===== config.mk =====
export PLATFORM = sky130hd
export DESIGN_NAME = tsw_lerp
export DESIGN_NICKNAME = d
export VERILOG_FILES = /design/src/tsw_pkg.sv /design/src/tsw_lerp.sv
export SDC_FILE = /design/constraint.sdc
export NUM_CORES = 1
export LEC_CHECK = 0
export BUFFER_PORTS_ARGS = -buffer_cell sky130_fd_sc_hd__buf_2
export CAP_MARGIN = 20
export CELL_PAD_IN_SITES_DETAIL_PLACEMENT = 0
export CELL_PAD_IN_SITES_GLOBAL_PLACEMENT = 1
export CORE_UTILIZATION = 53
export DETAILED_ROUTE_END_ITERATION = 6
export GPL_TIMING_DRIVEN = 0
export PLACE_DENSITY_LB_ADDON = 0.1
export SETUP_SLACK_MARGIN = 0.2
export SYNTH_ARGS = -nofsm -noshare
export SYNTH_HDL_FRONTEND = slang
export SYNTH_SLANG_ARGS = --single-unit
export TNS_END_PERCENT = 50

===== constraint.sdc =====
create_clock -name vclk -period 31.3
set_clock_uncertainty 0.05 [all_clocks]
set_input_delay 7.825 -clock vclk [all_inputs]
set_output_delay 7.825 -clock vclk [all_outputs]
set_load 0.01 [all_outputs]

===== src/tsw_pkg.sv =====
`default_nettype none

package tsw_pkg;

  // defaults for the top-level parameters
  localparam int MAX_DIM_DEF         = 64;
  localparam int COORD_FRAC_BITS_DEF = 16;
  localparam int WEIGHT_BITS_DEF     = 8;

  // fixed field widths
  localparam int TEXEL_W    = 32;
  localparam int CHAN_W     = 8;
  localparam int NUM_CHAN   = 4;
  localparam int INDEX_W    = 12;
  localparam int COORD_W    = 32;
  localparam int S_TDATA_W  = 112;
  localparam int M_TDATA_W  = 32;
  localparam int CFG_IDX_W  = 2;
  localparam int CFG_DATA_W = 7;
  localparam int SIZE_W     = 7;

  // configuration register indexes
  localparam logic [CFG_IDX_W-1:0] REG_WRAP_MODE   = 2'd0;
  localparam logic [CFG_IDX_W-1:0] REG_FILTER_MODE = 2'd1;
  localparam logic [CFG_IDX_W-1:0] REG_TEX_WIDTH   = 2'd2;
  localparam logic [CFG_IDX_W-1:0] REG_TEX_HEIGHT  = 2'd3;

  // wrap modes, the unused code behaves as clamp
  localparam logic [1:0] WRAP_CLAMP  = 2'd0;
  localparam logic [1:0] WRAP_REPEAT = 2'd1;
  localparam logic [1:0] WRAP_MIRROR = 2'd2;

  localparam logic FILTER_NEAREST  = 1'b0;
  localparam logic FILTER_BILINEAR = 1'b1;

  localparam logic CMD_LOAD   = 1'b0;
  localparam logic CMD_SAMPLE = 1'b1;

  typedef enum logic [3:0] {
    ST_IDLE,
    ST_MUL_U,
    ST_MUL_V,
    ST_ADDR,
    ST_RD00,
    ST_RD10,
    ST_RD01,
    ST_RD11,
    ST_BLEND1,
    ST_BLEND2,
    ST_NEAR,
    ST_OUT
  } state_t;

endpackage

`default_nettype wire


===== src/tsw_lerp.sv =====
`default_nettype none

// per-channel blend of two rgba8 texels: (a*(S-w) + b*w + S/2) >> WEIGHT_BITS
module tsw_lerp #(
  parameter int WEIGHT_BITS = tsw_pkg::WEIGHT_BITS_DEF
) (
  input  wire logic [tsw_pkg::TEXEL_W-1:0] a,
  input  wire logic [tsw_pkg::TEXEL_W-1:0] b,
  input  wire logic [WEIGHT_BITS-1:0]      w,
  output logic      [tsw_pkg::TEXEL_W-1:0] y
);

  localparam int CW = tsw_pkg::CHAN_W;
  localparam int SW = CW + WEIGHT_BITS + 2;
  localparam logic [WEIGHT_BITS:0] SCALE = (WEIGHT_BITS+1)'(1) << WEIGHT_BITS;
  localparam logic [SW-1:0]        HALF  = SW'(1) << (WEIGHT_BITS - 1);

  logic [WEIGHT_BITS:0] inv_w;

  assign inv_w = SCALE - {1'b0, w};

  for (genvar ch = 0; ch < tsw_pkg::NUM_CHAN; ch++) begin : g_chan
    logic [SW-1:0] sum;
    assign sum = SW'(a[ch*CW +: CW]) * SW'(inv_w)
               + SW'(b[ch*CW +: CW]) * SW'(w) + HALF;
    assign y[ch*CW +: CW] = CW'(sum >> WEIGHT_BITS);
  end

endmodule

`default_nettype wire


-- Word level (Yosys, flattened, before mapping)
Index checks and enable logic that the tools add are counted.
- register bits after elaboration: 0
- word-level logic and storage cells: 17
- add/subtract/negate cells: 9
- $mul: 8
- operators by type and width (operator ; count):
    $add A16 B16 Y16 ; 4
    $add A16 B8 Y16 const B ; 4
    $mul A8 B8 Y16 ; 4
    $mul A8 B9 Y16 ; 4
    $sub A9 B8 Y9 const A ; 1

-- Logic depth before layout (Yosys ltp)
- depth in word-level cells: 4
- gate-level depth with buffers: 26
- mapped depth without buffers: 24

-- Worst setup path after synthesis
OpenSTA, ideal clock, no wires.
- kind: in2out
- start point: in w[0]
- end point: out y[31] (netlist bit)
- arrival time: 13816 ps
- required time: 23425 ps
- setup slack: 9609 ps
- stages: 24
- buffers on the path: 3
- cell sequence: buf_4 > inv_1 > ha_1 > nand3_1 > nor3_2 > clkbuf_1 > buf_2 > nand2_1 > fa_1 > fa_1 > inv_1 > fa_1 > fa_1 > fa_1 > inv_1 > fa_1 > inv_1 > ha_1 > a21o_1 > a21o_1 > a211o_1 > o31a_1 > a31o_1 > xnor2_1
- cells in the longest elaborated chain, start to end: 4
- elaborated cells between the ends (all ways): 5
- those cells by class: add/sub (3); mul (2)
- RTL lines (element ; line ; RTL):
    start, declared ; tsw_lerp.sv:9 ; input wire logic [WEIGHT_BITS-1:0] w,
    $sub A9 B8 Y9 ; tsw_lerp.sv:20 ; assign inv_w = SCALE - {1'b0, w};
    $mul A8 B9 Y16 ; tsw_lerp.sv:24 ; assign sum = SW'(a[ch*CW +: CW]) * SW'(inv_w)
    $add A16 B16 Y16 * ; tsw_lerp.sv:25 ; + SW'(b[ch*CW +: CW]) * SW'(w) + HALF;
    $add A16 B8 Y16 * ; tsw_lerp.sv:25 ;
    end, declared ; tsw_lerp.sv:10 ; output logic [tsw_pkg::TEXEL_W-1:0] y
Mark *: on every way between the ends. The rest lies on a longest branch, timed or not.

-- Worst setup path after layout
Ends and elaborated chain as after synthesis.

==> summary.txt <==
Timing
  – RSZ-0062 raised after global routing: false
  – Count of final setup violators: 0
  – Final Critical Period: 23.22 ns
  – Max Freq: around 43 MHz
  – Slew HR: between 10% and 20%
  – Fin. max-slew vios: 0
  – Final Hold Fails: 0
  – Setup TNS: 0 ns
  – Fin crit share: between 70% and 80%
  – Least-Margin Pin Slew: ~1.3 ns

Placement
  – GPL Wtd Cong: 0.872
  – Port-buffer cells: 87
  – HPWL Detailed: about 39000 um

Logic synthesis
  – Syn_area_per_cell: 8.82 um2
  – Syn Inst Count: about 2.0k
  – Sequential area share after synthesis: 0%
  – Synth top area share: 44.8%
  – Top cells by area, synth: fa_1 45%, ha_1 18%, inv_1 12%
  – Area leader, netlist: fa_1
  – Ys Warns: 0
  – Synth Net Count: 2758
  – Unique masters post-synth: 43
  – Post-Syn Area: between 15000 and 20000 um2

Worst hold path
  – Hold Path Class: in -> out
  – Min-Delay Path Depth: 5
  – Worst Hold Launch: a[7]
  – Hold EP: y[7]

Drt
  – Final Routed Wirelength: 47000 um
  – DRC Markers: 0
  – Via count: 13.1k
  – DR vias/cell: slightly above 5
  – 1st-pass router iterations: 5
  – Drt initial violations: 709
  – Antenna viol nets, final: 0
  – Drt wl/cell: roughly 18 um

Floorplan
  – Die W: between 150 and 200 um
  – Starting density of the core: a little over half
  – Die Y: 186 um
  – Rows: between 60 and 70
  – Die Area: 34400 um2
  – I/O pins: 104
  – Core area: between 30000 and 40000 um2

Global routing
  – Total GRT Usage: between 20% and 30%
  – Gr ovfl total: 0
  – Initial antenna violation count: 8
  – Vias in the first global route: 13.9k
  – First-pass GRT wire length: about 75000 um
  – Largest net degree at the start of global routing: 11

Status
  – Status: completed

Clock tree
  – Count of hold-fix buffers inserted at cts: 0
  – Post-CTS Setup Inserts: 0
  – Post-CTS sizing: 0

Job
  – MaxCap Viol Count: 0

Finish
  – Layout filler cell count: 3160
  – Share of layout cells above drive strength 1: ~4.7%
  – Layout area overhead: 5.55%
  – Final core utilization: 57.3%
  – Sequential cell count: 0
  – # clk buffers: 0
  – Most frequent cells in the layout: 579 x inv_1, 400 x fa_1, 343 x and2_1, 261 x ha_1, 205 x nand2_1
  – Fin nets: between 2k and 3k
  – Register area: 0 um2
  – Leading cell type in the layout, fill and taps excluded: inv_1

Setup path
  – Critical Path Source Type: input port
  – Critical path origin: w[0]
  – Crit Path Max Fanout: 10
  – Arrival time at the worst endpoint: around 15 ns
  – Crit end category: primary output
  – CP Data Required Time: about 23 ns
  – Critical path type: in -> out

Power
  – Comb power frac: between 90% and 100%
  – Total leakage power: ~10 nW
  – PwrDens: about 110 nW/um2
  – Part of the power in registers: 0%
  – Total design power: roughly 2.1 mW
  – Clock network power share: 0%
  – Psw: 1.17 mW
  – Sw frac: 54.7%
  – VDD IR max: approximately 0.3 mV
  – Pint: about 960 uW
==> synth_stat cells (3+ instances only) <==
cell      count
xnor2_1      47
o211ai_1      3
fa_1        400
nor2_1       10
a21o_1       10
inv_1       579
a21oi_1      19
nor3_1        4
nand2b_1      6
and2_1      343
nand4_1       6
nand2_1     205
a211oi_1      3
ha_1        261
clkbuf_1     64
o21ai_0       7
xor2_1       17
o21ai_1       3
nand3_1       6
and3_1        3
==> power by group through the flow <==
| stage | sequential [mW] | clock, mW | combinational [mW] |
|---|---|---|---|
| finish | 0 | 0.00000000428 | 2.13 |
| global route | 0 | 0 | 2.47 |
| CTS | 0 | 0 | 2.17 |
| detailed placement | 0 | 0 | 2.16 |
| global placement | 0 | 0 | 2.13 |
| floorplan | 0 | 0 | 1.57 |
==> layer usage <==
layer / global-route usage, % / wire [um] / vias up / share of wire, %
met5: 0 / 32 / - / 0.068
li1: - / - / 6000 / -
met2: 51.3 / 23000 / 367 / 49
met4: 5.97 / 1230 / 4 / 2.6
met1: 38.9 / 19700 / 6664 / 42
met3: 4.19 / 3080 / 67 / 6.5
==> critical path, cell delays in order <==
cell and delay [ns]:
buf_4 0.18, inv_1 0.10, ha_1 0.20, nand3_1 0.13, nor3_2 0.57, clkbuf_1 0.71
buf_2 0.50, nand2_1 0.14, fa_1 0.55, fa_1 0.54, inv_1 0.05, fa_1 0.47
fa_1 0.50, fa_1 0.49, inv_1 0.05, fa_1 0.47, inv_1 0.04, ha_1 0.32
a21o_1 0.19, a21o_1 0.17, a211o_1 0.28, o31a_1 0.32, a31o_1 0.24, xnor2_1 0.12
buf_2 0.14
==> cell type report <==
cell class                      instances  area (um2)  area share (%)
Multi-Input combinational cell       1378       15400            81.8
Inverter                              579        2170            11.5
Tap cell                              442         553            2.93
Timing Repair Buffer                   87         435            2.31
Buffer                                 68         262            1.39
Antenna cell                            1        2.50          0.0133
==> worst max-delay path by stage <==
stage          endpoint  slack [ns]  cells after the start
2_1_floorplan     y[31]        9.61                     24
3_3_place_gp      y[31]        8.11                     25
3_5_place_dp      y[31]        8.09                     25
4_1_cts           y[31]        8.08                     25
5_1_grt           y[31]        7.82                     25
6_report          y[31]        8.08                     25
==> through the flow <==
stage | instances | instance area, um2 | hold WS, ns | worst slack [ns]
finish | 2555 | 18800 | 16.27 | 8.08
floorplan | 2025 | 17900 | 15.98 | 9.61
CTS | 2554 | 18800 | 16.28 | 8.08
detailed placement | 2554 | 18800 | 16.27 | 8.09
global route | 2554 | 18800 | 16.35 | 7.82
global placement | 2554 | 18800 | 16.26 | 8.11
==> logic make-up after synthesis <==
logic type / after synthesis / share of synthesized area (%)
AOI/OAI and AO/OA: 62 / 2.45
adders and majority gates: 661 / 63.1
xor gates and xnor gates: 64 / 3.14
and+or+nand+nor: 591 / 17.7
buffers and inverters: 647 / 13.6
No activity file was read; power rests on OpenSTA's default activity.
